### src/hdl/cfsc_pkg.sv
// shared types and constants of the can frame sequence checker
package cfsc_pkg;

  localparam int unsigned MaxFrameBytesDefault = 64;
  localparam logic [31:0] MagicReset = 32'h0C5F_D504;
  localparam logic [7:0]  PatternBase = 8'hA5;
  localparam int unsigned HeaderBytes = 8;
  localparam int unsigned PatternStart = 12;

  localparam int unsigned ByteW = 8;
  localparam int unsigned LenW = 7;
  localparam int unsigned IdxW = 7;
  localparam int unsigned CntW = 32;
  localparam int unsigned InDataW = 16;
  localparam int unsigned OutDataW = 232;
  localparam int unsigned AddrW = 3;

  // register index carried in paddr[2]
  localparam logic CfgIdxMagic = 1'b0;

  localparam logic [1:0] StatusUnchecked = 2'd0;
  localparam logic [1:0] StatusGood = 2'd1;
  localparam logic [1:0] StatusContentErr = 2'd2;

  typedef struct packed {
    logic            valid;
    logic [LenW-1:0] len;
    logic            checked;
    logic            bad;
    logic [CntW-1:0] seq;
    logic [CntW-1:0] gap_delta;
  } frame_sum_t;

endpackage

### src/hdl/cfsc_frame_track.sv
// per-frame byte tracking: header capture, pattern check and sequence gap
module cfsc_frame_track #(
  parameter int unsigned MAX_FRAME_BYTES = cfsc_pkg::MaxFrameBytesDefault
) (
  input  logic                      clk_i,
  input  logic                      rst_ni,
  input  logic                      adv_i,
  input  logic                      in_valid_i,
  input  logic [cfsc_pkg::ByteW-1:0] in_byte_i,
  input  logic [cfsc_pkg::LenW-1:0] in_len_i,
  input  logic                      in_last_i,
  input  logic [31:0]               expected_magic_i,
  output cfsc_pkg::frame_sum_t      sum_o
);
  import cfsc_pkg::*;

  localparam logic [LenW-1:0] MaxLen = LenW'(MAX_FRAME_BYTES);
  localparam logic [IdxW-1:0] IdxSat = '1;

  logic [IdxW-1:0] idx_q, idx_d;
  logic [31:0]     magic_q, magic_d;
  logic [31:0]     seq_q, seq_d;
  logic            bad_q, bad_d;
  logic [31:0]     expect_q, expect_d;
  logic            have_q, have_d;
  frame_sum_t      sum_q, sum_d;

  logic [LenW-1:0] len;
  logic            last;
  logic            checked;
  logic [31:0]     diff;
  logic            seq_greater;
  logic [7:0]      want;

  always_comb begin
    len = (in_len_i > MaxLen) ? MaxLen : in_len_i;
    last = in_last_i || (len == '0);
    want = PatternBase ^ {1'b0, idx_q} ^ seq_q[7:0];

    idx_d = idx_q;
    magic_d = magic_q;
    seq_d = seq_q;
    bad_d = bad_q;
    expect_d = expect_q;
    have_d = have_q;
    sum_d = sum_q;
    sum_d.valid = 1'b0;

    if (len != '0) begin
      if (idx_q < len) begin
        if (idx_q < IdxW'(4)) begin
          magic_d[8*idx_q[1:0] +: 8] = in_byte_i;
        end else if (idx_q < IdxW'(HeaderBytes)) begin
          seq_d[8*idx_q[1:0] +: 8] = in_byte_i;
        end else if (idx_q >= IdxW'(PatternStart)) begin
          if (in_byte_i != want) begin
            bad_d = 1'b1;
          end
        end
      end
      if (idx_q != IdxSat) begin
        idx_d = idx_q + IdxW'(1);
      end
    end

    checked = (len >= LenW'(HeaderBytes)) && (idx_d >= IdxW'(HeaderBytes)) &&
              (magic_d == expected_magic_i);
    diff = seq_d - expect_q;
    seq_greater = seq_d > expect_q;

    if (in_valid_i && last) begin
      sum_d.valid = 1'b1;
      sum_d.len = len;
      sum_d.checked = checked;
      sum_d.bad = bad_d;
      sum_d.seq = checked ? seq_d : '0;
      sum_d.gap_delta = '0;
      if (checked) begin
        if (have_q && (seq_d != expect_q)) begin
          sum_d.gap_delta = seq_greater ? diff : 32'd1;
        end
        expect_d = seq_d + 32'd1;
        have_d = 1'b1;
      end
      idx_d = '0;
      magic_d = '0;
      seq_d = '0;
      bad_d = 1'b0;
    end

    if (!in_valid_i) begin
      idx_d = idx_q;
      magic_d = magic_q;
      seq_d = seq_q;
      bad_d = bad_q;
    end
  end

  always_ff @(posedge clk_i or negedge rst_ni) begin
    if (!rst_ni) begin
      idx_q <= '0;
      magic_q <= '0;
      seq_q <= '0;
      bad_q <= 1'b0;
      expect_q <= '0;
      have_q <= 1'b0;
      sum_q <= '0;
    end else if (adv_i) begin
      idx_q <= idx_d;
      magic_q <= magic_d;
      seq_q <= seq_d;
      bad_q <= bad_d;
      expect_q <= expect_d;
      have_q <= have_d;
      sum_q <= sum_d;
    end
  end

  assign sum_o = sum_q;

endmodule

### config.mk
export PLATFORM = sky130hd
export DESIGN_NAME = cfsc_frame_track
export DESIGN_NICKNAME = d
export VERILOG_FILES = /design/src/hdl/cfsc_pkg.sv /design/src/hdl/cfsc_frame_track.sv
export SDC_FILE = /design/constraint.sdc
export NUM_CORES = 1
export LEC_CHECK = 0
export ABC_AREA = 1
export CORE_MARGIN = 2
export CORE_UTILIZATION = 29
export DETAILED_ROUTE_END_ITERATION = 16
export DONT_BUFFER_PORTS = 1
export SLEW_MARGIN = 20
export SYNTH_ARGS = -nofsm -noshare
export SYNTH_HDL_FRONTEND = slang
export SYNTH_SLANG_ARGS = --single-unit
### constraint.sdc
create_clock -name clk_i -period 5.85 [get_ports clk_i]
set_clock_uncertainty 0.05 [all_clocks]
set_input_delay 0.8775 -clock clk_i [delete_from_list [all_inputs] [get_ports clk_i]]
set_output_delay 0.8775 -clock clk_i [all_outputs]
set_load 0.005 [all_outputs]
### Yosys cells after proc, flatten, opt, wreduce, memory -nomap -nowiden

Index checks and enable logic that the tools add are counted.

| word-level totals | value |
|---|---|
| bits in registers | 179 |
| input port bits | 52 |
| output and inout bits | 74 |
| word-level logic and storage cells | 69 |

| operators by class | value |
|---|---|
| order comparisons | 8 |
| multiplexer cells | 27 |
| $add $sub $neg | 4 |
| eq/ne operators | 4 |
| shift operators | 2 |
| reduce and logical (&&, ||, !) cells | 10 |
| bitwise logic cells | 2 |

Operators by type and width:

| operator | number |
|---|---|
| $mux 32 | 13 |
| $mux 74 | 1 |
| $bwmux 32 | 2 |
| $neg 5->34 | 1 |
| $shift 8x34->32 const A | 1 |
| $shiftx 8x34->32 | 1 |
| $add 32x1->32 const B | 1 |
| $eq 32x32->1 | 1 |
| $gt 32x32->1 | 1 |
| $ne 32x32->1 | 1 |
| $sub 32x32->32 | 1 |
| $mux 7 | 4 |
| $ge 7x4->1 const B | 3 |
| $ne 8x8->1 | 1 |
| $xor 8x8->8 | 1 |
| $add 7x1->7 const B | 1 |
| $gt 7x7->1 const B | 1 |
| $logic_not 7->1 | 1 |
| $lt 7x3->1 const B | 1 |
| $lt 7x4->1 const B | 1 |
| $lt 7x7->1 | 1 |
| $mux 1 | 7 |
| $ne 7x7->1 const B | 1 |
| $reduce_bool 7->1 | 1 |
| other kinds (5) | 9 |

### Logic depth before layout (Yosys ltp)

Gate-level depths: netlist (run 1).

| logic depth | value |
|---|---|
| word-level depth | 12 |
| gate-level depth with buffers | 28 |
| mapped depth without buffers | 27 |

### Worst setup path after synthesis (run 1)

No wires, ideal clock.

| timing path | value |
|---|---|
| kind | input to register |
| from | in in_len_i[6] (netlist bit) |
| to | reg sum_q (netlist bit sum_o[10]) |
| stages | 26 |
| setup time | 119 ps |
| buffers on the path | 1 |
| data arrival time | 4422 ps |
| setup slack | 1260 ps |
| required time | 5681 ps |
| cells stage by stage | inv_2 > nand2_1 > ha_1 > nand2_1 > nand2_1 > a21oi_4 > nand3_4 > inv_2 > nand3_1 > nand2_1 > ha_1 > inv_1 > fa_1 > nand2_1 > o21ai_0 > a31oi_1 > o21ai_0 > a21oi_1 > inv_1 > nand2_1 > nand2_1 > nand2_1 > clkbuf_1 > nor2_1 > nand4_1 > nand2_1 |

| between the ends | value |
|---|---|
| cells in the longest elaborated chain, start to end | 9 |
| elaborated cells between the ends (all ways) | 25 |
| those cells by class | add/sub: 1; order compare: 5; eq/ne: 2; mux: 9; reduce/logical: 8 |

Ends and longest elaborated chain:

| what | RTL line | text |
|---|---|---|
| start: declaration | cfsc_frame_track.sv:10 | `input logic [cfsc_pkg::LenW-1:0] in_len_i,` |
| $gt 7x7->1 | cfsc_frame_track.sv:36 | `len = (in_len_i > MaxLen) ? MaxLen : in_len_i;` |
| $mux 7 (*) | cfsc_frame_track.sv:36 |  |
| $lt 7x7->1 | cfsc_frame_track.sv:50 | `if (idx_q < len) begin` |
| $mux 32 | cfsc_frame_track.sv:50 |  |
| $mux 32 | cfsc_frame_track.sv:49 | `if (len != '0) begin` |
| $sub 32x32->32 (tied with other cells) | cfsc_frame_track.sv:68 | `diff = seq_d - expect_q;` |
| $mux 32 / $logic_and 1x1->1 (equally long branches) | cfsc_frame_track.sv:80, cfsc_frame_track.sv:79 |  |
| $mux 32 | cfsc_frame_track.sv:79 | `if (have_q && (seq_d != expect_q)) begin` |
| $mux 32 | cfsc_frame_track.sv:78 | `if (checked) begin` |
| end signal: assignment | cfsc_frame_track.sv:115 | `sum_q <= sum_d;` |
| end: declaration | cfsc_frame_track.sv:26 | `frame_sum_t sum_q, sum_d;` |

Every way passes the cells marked *; elsewhere a longest branch is shown, timed or not.
A chain may end at the register's enable or synchronous reset.

### Worst setup path in the final report (run 1)

| timing path | value |
|---|---|
| from | reg idx_q[0] |
| to | reg sum_q (netlist bit sum_o[29]) |

| between the ends | value |
|---|---|
| cells in the longest elaborated chain, start to end | 11 |
| elaborated cells between the ends (all ways) | 30 |
| those cells by class | add/sub: 3; order compare: 5; eq/ne: 3; shift: 2; mux: 14; reduce/logical: 3 |

Ends and longest elaborated chain:

| what | RTL line | text |
|---|---|---|
| start: declaration | cfsc_frame_track.sv:20 | `logic [IdxW-1:0] idx_q, idx_d;` |
| start signal: assignment | cfsc_frame_track.sv:109 | `idx_q <= idx_d;` |
| $neg 5->34 | cfsc_frame_track.sv:52, cfsc_frame_track.sv:54 |  |
| $shiftx 8x34->32 / $shift 8x34->32 (equally long branches) | cfsc_frame_track.sv:52, cfsc_frame_track.sv:54 |  |
| $bwmux 32 | cfsc_frame_track.sv:54 | `seq_d[8*idx_q[1:0] +: 8] = in_byte_i;` |
| $mux 32 | cfsc_frame_track.sv:53 | `end else if (idx_q < IdxW'(HeaderBytes)) begin` |
| $mux 32 | cfsc_frame_track.sv:51 | `if (idx_q < IdxW'(4)) begin` |
| $mux 32 | cfsc_frame_track.sv:50 |  |
| $mux 32 | cfsc_frame_track.sv:49 |  |
| $sub 32x32->32 (tied with other cells) | cfsc_frame_track.sv:68 |  |
| $mux 32 / $logic_and 1x1->1 (equally long branches) | cfsc_frame_track.sv:80, cfsc_frame_track.sv:79 |  |
| $mux 32 | cfsc_frame_track.sv:79 |  |
| $mux 32 (*) | cfsc_frame_track.sv:78 |  |

Marked as above.

==> summary.md, run 1 <==
| Metric | Value |
|---|---|
| Normalized max-slew margin | `39.77%` |
| CP Capture Type | `flop` |
| Status | `finished, final reports clean` |
| Critical setup path kind | `reg2reg` |
| Area grow syn2layout | `8.777%` |
| R2R Path Start | `idx_q[0]` |
| #FFs+latches synth | `179` |
| Placer Congestion | `0.9725` |
| Net switching power | `1621 uW` |
| # Post-CTS Setup Buffers | `0` |
| Fill cells | `4995` |
| Vias in the first global route | `12310` |
| DR vias | `12640` |
| Worst-Skew Late Latency | `500 ps` |
| WL final | `44950 um` |
| Clock Tree Buf Depth | `2` |
| Unrepaired setup endpoints after global routing | `no` |
| PwrDens | `282.9 nW/um^2` |
| Layout net count | `2043` |
| Core area | `45380 um^2` |
| Tmin final | `5040 ps` |
| Endpoints failing setup | `0` |
| Register-to-Register Path Depth | `22` |
| Ys flop type | `dfrtp_1` |
| CP Max Fanout | `21` |
| Die Area | `47640 um^2` |
| FF-to-FF End | `sum_o[29]` |
| Flop pwr share | `33.8%` |
| TritonCTS clock tree | `yes` |
| Most common cell after layout, fill and taps aside | `nand2_1` |
| Fin crit share | `86.15%` |
| Grt total ovfl | `0` |
| Slew Viols, Final | `0` |
| Drt initial violations | `1014` |
| Synth Area per Inst | `6.756 um^2` |
| Seq/Total Area, Yosys | `33.64%` |
| Least-Margin Pin Slew | `894.0 ps` |
| Worst setup endpoint | `sum_o[29]` |
| Syn Nets | `2069` |
| Comb pwr share | `35.2%` |
| Top cells by area, synth | `dfrtp_1 34%, nand2_1 18%, inv_1 7.6%` |
| Cell-internal power | `2476 uW` |
| Most frequent cells in the layout | `645 x nand2_1, 268 x inv_1, 178 x dfrtp_1` |
| All-layer global routing usage | `19.43%` |
| Clock power share | `31.0%` |
| Ys Warns | `0` |
| Final instance count without filler cells | `2558` |
| Post-synth EDFFs | `0` |
| CTS H-Tree Depth | `4` |
| Final Hold Vio Count | `0` |
| Max frequency | `198.4 MHz` |
| DR pass1 iterations | `6` |
| WP data required | `6230 ps` |
| DP HPWL | `35070 um` |
| Drc violations | `0` |
| Initial Util | `29.34%` |
| Mapped Area | `13320 um^2` |
| Layout cells sized above 1 | `6.129%` |
| Synthesized instance count | `1971` |
| # rows | `78` |
| Worst EP arrival | `5420 ps` |
| Lkg Pwr | `0.007026 uW` |
| Async SR Flop Fraction | `100.0%` |
| WL/cell | `17.57 um` |
| First-pass GRT wire length | `70900 um` |
| CTS clk-pin slew, worst paths | `70 ps` |
| Switching power share of the total | `39.56%` |
| Die width | `218.3 um` |
| Ant diodes | `0` |
| Top cell type's share of synthesized area | `33.64%` |
| Clock sink count | `179` |
| Worst Hold Class | `in2async` |
| Chip height | `218.3 um` |
| CP startpoint | `idx_q[0]` |
| Maximum vdd drop | `0.0001845 V` |
| CTS root buffer | `clkbuf_16` |
| Synth cell types | `52` |
| Crit start category | `flop` |
| Final ANT Viol Nets | `0` |
| Yosys top cell by area | `dfrtp_1` |
| Vias/cell | `4.941` |
| Inst Count DP | `2526` |
| R2R Setup Slk | `810 ps` |
| CTS Buf Count | `17` |
| Max-Cap Viols | `0` |
| I/O pin cnt | `126` |
| Largest net degree at the start of global routing | `180` |
| Initial antenna violation count | `0` |
| Setup TNS | `0 ps` |
| PortBufs | `0` |
[routing by layer]
| layer | track usage (%) | wire length (um) | vias to the layer above |
|---|---|---|---|
| met5 | 0 | 0 | - |
| met4 | 7.619 | 1260 | 0 |
| met3 | 4.635 | 3091 | 68 |
| met2 | 31.06 | 20820 | 371 |
| met1 | 25.25 | 19770 | 5910 |
| li1 | - | - | 6289 |
[area by class of cell]
class	count	area, um^2	share of cell area [%]
flip-flops and latches	179	4481	30.93
well taps	600	750.7	5.183
clock buffers	18	429.2	2.963
clock inverters	14	198.9	1.374
multi-input cells	1452	7427	51.28
repair buffers	17	152.6	1.054
inverters	278	1045	7.213
[stage by stage]
step	power (uW)	setup slack, ps	area, um^2	utilization (%)	hold slack [ps]
2_1_floorplan	2463	1260	13320	-	390.0
3_3_place_gp	2809	443.0	13850	30.53	408.5
3_5_place_dp	2825	466.7	13850	30.53	411.0
4_1_cts	4126	605.2	14480	31.91	1.954
5_1_grt	4370	185.6	14480	31.92	3.731
6_report	4097	810.0	14480	31.92	31.00
[power groups by stage]
stage               Sequential (uW)  Clock (uW)  Combinational (uW)
global placement               1410           0                1400
detailed placement             1410           0                1420
floorplan                      1380           0                1080
global route                   1390        1350                1630
CTS                            1380        1310                1430
finish                         1380        1270                1440
[worst min-delay path by stage]
| stage | startpoint | to | cells after the start |
|---|---|---|---|
| 2_1_floorplan | have_q | have_q | 1 |
| 3_3_place_gp | expect_q[19] | expect_q[19] | 2 |
| 3_5_place_dp | have_q | have_q | 1 |
| 4_1_cts | rst_ni | sum_o[73] | 0 |
| 5_1_grt | rst_ni | sum_o[73] | 0 |
| 6_report | rst_ni | sum_o[73] | 0 |
[synth_stat cells (4+ instances only)]
library cell  number
buf_4              6
nor3_1            15
o211ai_1           4
inv_1            269
dfrtp_1          179
nand2_1          646
o21ai_1           33
buf_2             12
nor4_1             7
buf_6             11
o21bai_1           9
nor2_4             6
nand4_1           31
nor2_2             9
ha_1              45
xor2_1            34
a31oi_1            9
inv_2              5
a21oi_1           41
and2_1             4
nand3_2           21
nand3b_1          17
nand3_1          141
nor2_1           174
xnor2_1           22
o21ai_0           87
o22ai_1           55
clkbuf_1          31
[worst max-delay path, cell delays in order, from the launching register on]
cell and delay, ps:
dfrtp_2 600, clkinv_2 220, ha_1 490, nor2_1 460, nand2_1 140, nor2_1 150
nor2_1 80, nand3_1 110, nand2_1 140, ha_1 230, inv_1 100, fa_1 210
nand2_1 60, o21ai_0 290, a31oi_1 210, o21ai_0 360, a21oi_1 210, inv_1 110
nand2_1 80, a21oi_2 120, buf_4 340, nand3_1 120, nand2_1 70
[registers in the layout, indices dropped and copies added, names as in the netlist]
name,flops
seq_q,32
have_q,1
sum_o,74
expect_q,32
magic_q,32
idx_q,7
bad_q,1
[what timing repair did]
action,CTS,global route
hold buffers,0,0
endpoints found under the setup margin,0,12
gates resized for setup,0,1
[cell families (layout without fill, tap and decap cells)]
family	Yosys count	after routing	synth area share (%)
buffers and inverters	340	327	10.67
adders and majority gates	46	46	4.379
xor gates and xnor gates	56	56	3.684
DFF	179	179	33.64
and+or+nand+nor	1093	1093	36.60
AOI/OAI and AO/OA	257	257	11.03
Note: power is estimated with default switching activity, not from simulation.
==> run 2: changes to the inputs <==
- clock period: 5.85 -> 5.39 ns (I/O delays scaled with it)
==> run 2 against run 1 <==
Clock power down 4%. Sequential share of layout area down 0.099 points. Combinational power up 12%. Via count up 0.79%. Critical path depth down 1. Highest routed layer unchanged. Largest cell class unchanged. Sequential power up 8%. Clock-buffer cell count up 2. Setup slack worse by 390 ps. Sequential cell count unchanged. Global-route usage about the same. Utilization up 0.094 points.
==> summary.md, run 2 (synthesis results as in run 1) <==
| Metric | Value |
|---|---|
| Slew Viols, Final | `0` |
| Endpoints failing setup | `0` |
| WL/cell | `17.75 um` |
| Clock Tree Buf Depth | `2` |
| Critical setup path kind | `reg2reg` |
| FF-to-FF End | `sum_o[23]` |
| WP data required | `5760 ps` |
| DP HPWL | `35620 um` |
| Ant diodes | `0` |
| Most frequent cells in the layout | `645 x nand2_1, 268 x inv_1, 179 x dfrtp_1` |
| DR pass1 iterations | `5` |
| CTS H-Tree Depth | `4` |
| Largest net degree at the start of global routing | `180` |
| Area grow syn2layout | `9.096%` |
| Die Area | `47640 um^2` |
| Initial antenna violation count | `0` |
| Die width | `218.3 um` |
| Final ANT Viol Nets | `0` |
| CP Capture Type | `flop` |
| Vias/cell | `4.958` |
| Normalized max-slew margin | `29.99%` |
| Worst Hold Class | `in2async` |
| Max-Cap Viols | `0` |
| Most common cell after layout, fill and taps aside | `nand2_1` |
| TritonCTS clock tree | `yes` |
| Register-to-Register Path Depth | `21` |
| R2R Setup Slk | `420 ps` |
| Grt total ovfl | `0` |
| Crit start category | `flop` |
| All-layer global routing usage | `19.48%` |
| Max FFs per register | `74` |
| First-pass GRT wire length | `71330 um` |
| Least-Margin Pin Slew | `1050 ps` |
| CTS clk-pin slew, worst paths | `70 ps` |
| Initial Util | `29.34%` |
| Util after Layout | `32.01%` |
| # rows | `78` |
| Setup TNS | `0 ps` |
| I/O pin cnt | `126` |
| Vias in the first global route | `12340` |
| Clock sink count | `179` |
| CTS Buf Count | `17` |
| Layout cells sized above 1 | `6.653%` |
| Fin crit share | `92.15%` |
| Status | `finished, final reports clean` |
| CP Max Fanout | `12` |
| Drc violations | `0` |
| # Post-CTS Setup Buffers | `0` |
| Lkg Pwr | `0.007056 uW` |
| Final instance count without filler cells | `2569` |
| Inst Count DP | `2536` |
| Tmin final | `4967 ps` |
| Max frequency | `201.3 MHz` |
| R2R Path Start | `idx_q[1]` |
| Worst-Skew Late Latency | `490 ps` |
| Core area | `45380 um^2` |
| Worst EP arrival | `5330 ps` |
| PwrDens | `298.5 nW/um^2` |
| Chip height | `218.3 um` |
| Unrepaired setup endpoints after global routing | `no` |
| PortBufs | `0` |
| WL final | `45600 um` |
| Layout net count | `2054` |
| DR vias | `12740` |
| CTS root buffer | `clkbuf_16` |
| Maximum vdd drop | `0.0002619 V` |
| Placer Congestion | `0.9263` |
| CP startpoint | `idx_q[1]` |
| Final Hold Vio Count | `0` |
| Drt initial violations | `934` |
==> run 2: changes by cell type in the layout (fill, tap and decap cells not counted), sizes merged <==
cell,previous run,this run
bufinv,4,0
buf,17,28
clkinv,6,9
clkinvlp,4,3
clkbuf,18,20
==> run 2: per-layer routing <==
metal / share of wire [%] / vias up / wire length [um] / track usage [%]
li1: - / 6291 / - / -
met1: 44 / 5986 / 20180 / 24.93
met2: 46 / 394 / 21110 / 31.78
met3: 6.5 / 67 / 2973 / 4.774
met4: 2.9 / 0 / 1334 / 6.984
met5: 0 / - / 0 / 0
==> run 2: worst max-delay path by stage <==
stage	endpoint	slack [ps]	depth (start not counted)
after floorplan	sum_o[10]	870	26
after global placement	sum_o[0]	290	23
after detailed placement	sum_o[7]	310	24
after CTS	sum_o[7]	360	22
after global routing	sum_o[0]	40	22
final	sum_o[23]	420	21
==> run 2: what timing repair did <==
action,4_1_cts,5_1_grt
hold buffers,1,0
endpoints found under the hold margin,179,0
endpoints found under the setup margin,0,11
resized for setup,0,1
==> run 2: power by group <==
part / leakage (uW) / internal (uW) / switching, uW / total [uW]
Sequential: 0.00233 / 1430 / 60.0 / 1490
Clock: 0.000264 / 620 / 599 / 1220
Combinational: 0.00446 / 487 / 1140 / 1620
==> run 2: metrics by stage <==
stage / setup WS, ps / area, um^2 / hold WS [ps] / power [uW]
4_1_cts: 363.8 / 14520 / 340.1 / 4365
6_report: 423.2 / 14530 / 261.5 / 4336
2_1_floorplan: 868.9 / 13320 / 390.0 / 2674
5_1_grt: 41.70 / 14530 / 354.1 / 4629
3_5_place_dp: 312.8 / 13940 / 412.9 / 3086
3_3_place_gp: 291.3 / 13940 / 413.3 / 3064
==> run 2: worst max-delay path, stage by stage, from the launching register on <==
cell	delay [ps]
dfrtp_1	530
inv_1	180
ha_1	470
nor2_1	470
nand3_1	350
nor2_1	190
a21oi_1	50
nand2_1	70
nand2_1	130
inv_1	170
ha_1	210
nand2_1	90
o21ai_0	240
nand2_1	80
nand3_1	300
a21oi_1	130
o21ai_0	520
nand3_1	150
nand2_1	110
xor2_1	240
nand3_2	90
nand2_1	60
==> run 2: layout make-up <==
type	count	area, um^2
well taps	600	750.7
multi-input cells	1452	7430
inverters	278	1045
fillers	5035	30850
clock inverters	12	97.59
flip-flops and latches	179	4479
repair buffers	28	267.8
clock buffers	20	456.7
==> run 3: changes to the inputs <==
- ABC_AREA: 1 -> not set
==> run 3 against run 2 <==
Die area fell by 13%. Clock power grew 7%. Clock-buffer cell count down 2. Largest power group is now sequential cells. Critical path type is now in2reg. Largest cell class unchanged.
==> summary.md, run 3 <==
| Metric | Value |
|---|---|
| Status | `finished, final reports clean` |
| CP Capture Type | `flop` |
| CTS Buf Count | `17` |
| Area grow syn2layout | `14.87%` |
| Top cells by area, synth | `dfrtp_1 39%, nand2_1 6.6%, xnor2_1 5.4%` |
| First-pass GRT wire length | `57290 um` |
| Initial antenna violation count | `0` |
| Syn Nets | `1444` |
| Critical setup path kind | `in2reg` |
| Worst EP arrival | `5280 ps` |
| Max-Cap Viols | `0` |
| Critical path's slowest cell | `a2111oi_2` |
| Post-DP Area | `12630 um^2` |
| Core area | `39640 um^2` |
| Crit start category | `input pin` |
| Fin crit share | `92.02%` |
| Least-Margin Pin Slew | `1133 ps` |
| CTS root buffer | `clkbuf_16` |
| Ant diodes | `0` |
| I/O pin cnt | `126` |
| CP Max Fanout | `17` |
| Hold_ws | `154.0 ps` |
| WP data required | `5710 ps` |
| Synth Area per Inst | `8.631 um^2` |
| Synth top cells by count | `204 x nand2_1, 179 x dfrtp_1, 121 x o21ai_0` |
| # rows | `73` |
| Slew Viols, Final | `0` |
| Die width | `204.2 um` |
| Layout net count | `1477` |
| DR vias | `10170` |
| PortBufs | `0` |
| Maximum vdd drop | `0.0002275 V` |
| Max frequency | `201.6 MHz` |
| All-layer global routing usage | `17.56%` |
| Layout cells sized above 1 | `10.34%` |
| Tmin final | `4960 ps` |
| Endpoints failing setup | `0` |
| Cell mode on critical path | `ha_1` |
| CTS clk-pin slew, worst paths | `80 ps` |
| Grt total ovfl | `0` |
| Largest net degree at the start of global routing | `70` |
| Clock Tree Buf Depth | `2` |
| Design Area, Final | `13350 um^2` |
| Most frequent cells in the layout | `203 x nand2_1, 179 x dfrtp_1, 121 x o21ai_0` |
| Initial Util | `29.31%` |
| Max FFs per register | `74` |
| Most common cell after layout, fill and taps aside | `nand2_1` |
| Pwr Total | `3151 uW` |
| Top cell type's share of synthesized area | `38.56%` |
| CTS H-Tree Depth | `4` |
| Util after Layout | `33.67%` |
| Drt initial violations | `770` |
| TritonCTS clock tree | `yes` |
| Worst Hold Class | `in2async` |
| CP Cell Sequence | `clkinv_1 -> nand2_1 -> ha_1 -> a2111oi_2 -> o21ai_2 -> buf_4 -> a211oi_4 -> buf_12 -> mux2i_1 -> inv_1 -> ha_1 -> a21o_1 -> or3_1 -> o21ai_0 -> o211ai_1 -> a21oi_1 -> nor3_1 -> o31a_1 -> o31ai_1` |
| Post-synth EDFFs | `0` |
| Seq/Total Area, Yosys | `38.56%` |
| Vias/cell | `5.306` |
| Setup TNS | `0 ps` |
| Fill cells | `4120` |
| PwrDens | `236.1 nW/um^2` |
| Crit-path max cell delay | `400 ps` |
| Worst-Skew Late Latency | `450 ps` |
| Mapped Area | `11620 um^2` |
| DR pass1 iterations | `5` |
| Ys flop type | `dfrtp_1` |
| Final Hold Vio Count | `0` |
| Synthesized instance count | `1346` |
| WL final | `36390 um` |
| DP HPWL | `26930 um` |
| Lkg Pwr | `0.005970 uW` |
| Synth cell types | `80` |
| #FFs+latches synth | `179` |
| Ys Warns | `0` |
| # Post-CTS Setup Buffers | `0` |
| Die Area | `41680 um^2` |
| Normalized max-slew margin | `24.21%` |
| Chip height | `204.2 um` |
| Final ANT Viol Nets | `0` |
| Yosys top cell by area | `dfrtp_1` |
| Clock sink count | `179` |
| Async SR Flop Fraction | `100.0%` |
| Drc violations | `0` |
| Top-count cell post-synth | `nand2_1` |
| WL/cell | `18.98 um` |
| Vias in the first global route | `10060` |
| Placer Congestion | `0.8943` |
run 3: power by group:
group | internal, uW | total, uW | switching (uW)
clock network | 675 | 1300 | 625
registers | 1360 | 1380 | 18.6
logic | 169 | 469 | 300
total | 2210 | 3150 | 943
run 3: through the flow:
step,cells,worst slack [ps]
3_3_place_gp,1881,-32.42
4_1_cts,1916,331.2
5_1_grt,1917,-0.3895
6_report,1917,429.9
2_1_floorplan,1346,19.64
3_5_place_dp,1881,-159.9
run 3: final cells by class:
type	count	area (um^2)	share of cell area [%]
sequential	179	4479	33.56
clock buffer	18	439.2	3.291
inverter	103	386.6	2.897
clock inverter	14	160.2	1.200
multi-input combinational	998	6538	48.99
timing repair buffer	80	685.7	5.138
tap	525	656.9	4.922
run 3: critical path: cells and delay by family:
| family | cells | cell delay, ps |
|---|---|---|
| compound gates | 9 | 2460 |
| fa+ha+maj | 2 | 620 |
| buf+inv | 4 | 610 |
| simple gates | 3 | 520 |
| mux | 1 | 250 |
run 3: cell families after synthesis:
kind of cell             after synthesis  share of synthesized area, %
XOR/XNOR                              89                         6.710
buffers and inverters                170                         5.740
adder cells (fa/ha/maj)               46                         5.019
AO/OA/AOI/OAI                        378                         20.84
multiplexers                          55                         4.846
flip-flops                           179                         38.56
AND/OR/NAND/NOR                      429                         18.29
run 3: repair_timing:
action | 4_1_cts | 5_1_grt
endpoints found under the hold margin | 46 | 0
resized for setup | 0 | 3
endpoints found under the setup margin | 0 | 31
hold buffers | 3 | 0
run 3: per-layer routing:
metal / up-vias / wire (um) / GRT usage (%)
li1: 4805 / - / -
met1: 4937 / 16240 / 23.81
met2: 369 / 16370 / 27.36
met3: 61 / 3085 / 5.038
met4: 0 / 691 / 4.607
met5: - / 0 / 0
run 3: final timing paths:
| path | depth (start not counted) | startpoint | endpoint | slack, ps |
|---|---|---|---|---|
| max in group asynchronous | 1 | rst_ni | seq_q[29] | 4740 |
| worst min-delay path | 1 | rst_ni | idx_q[1] | 150 |
| worst max register to register | 18 | idx_q[6] | sum_o[19] | 510 |
| worst max-delay path | 19 | in_len_i[6] | sum_o[31] | 430 |
| worst min register to register | 2 | have_q | have_q | 400 |
| min in group clk_i | 2 | have_q | have_q | 400 |
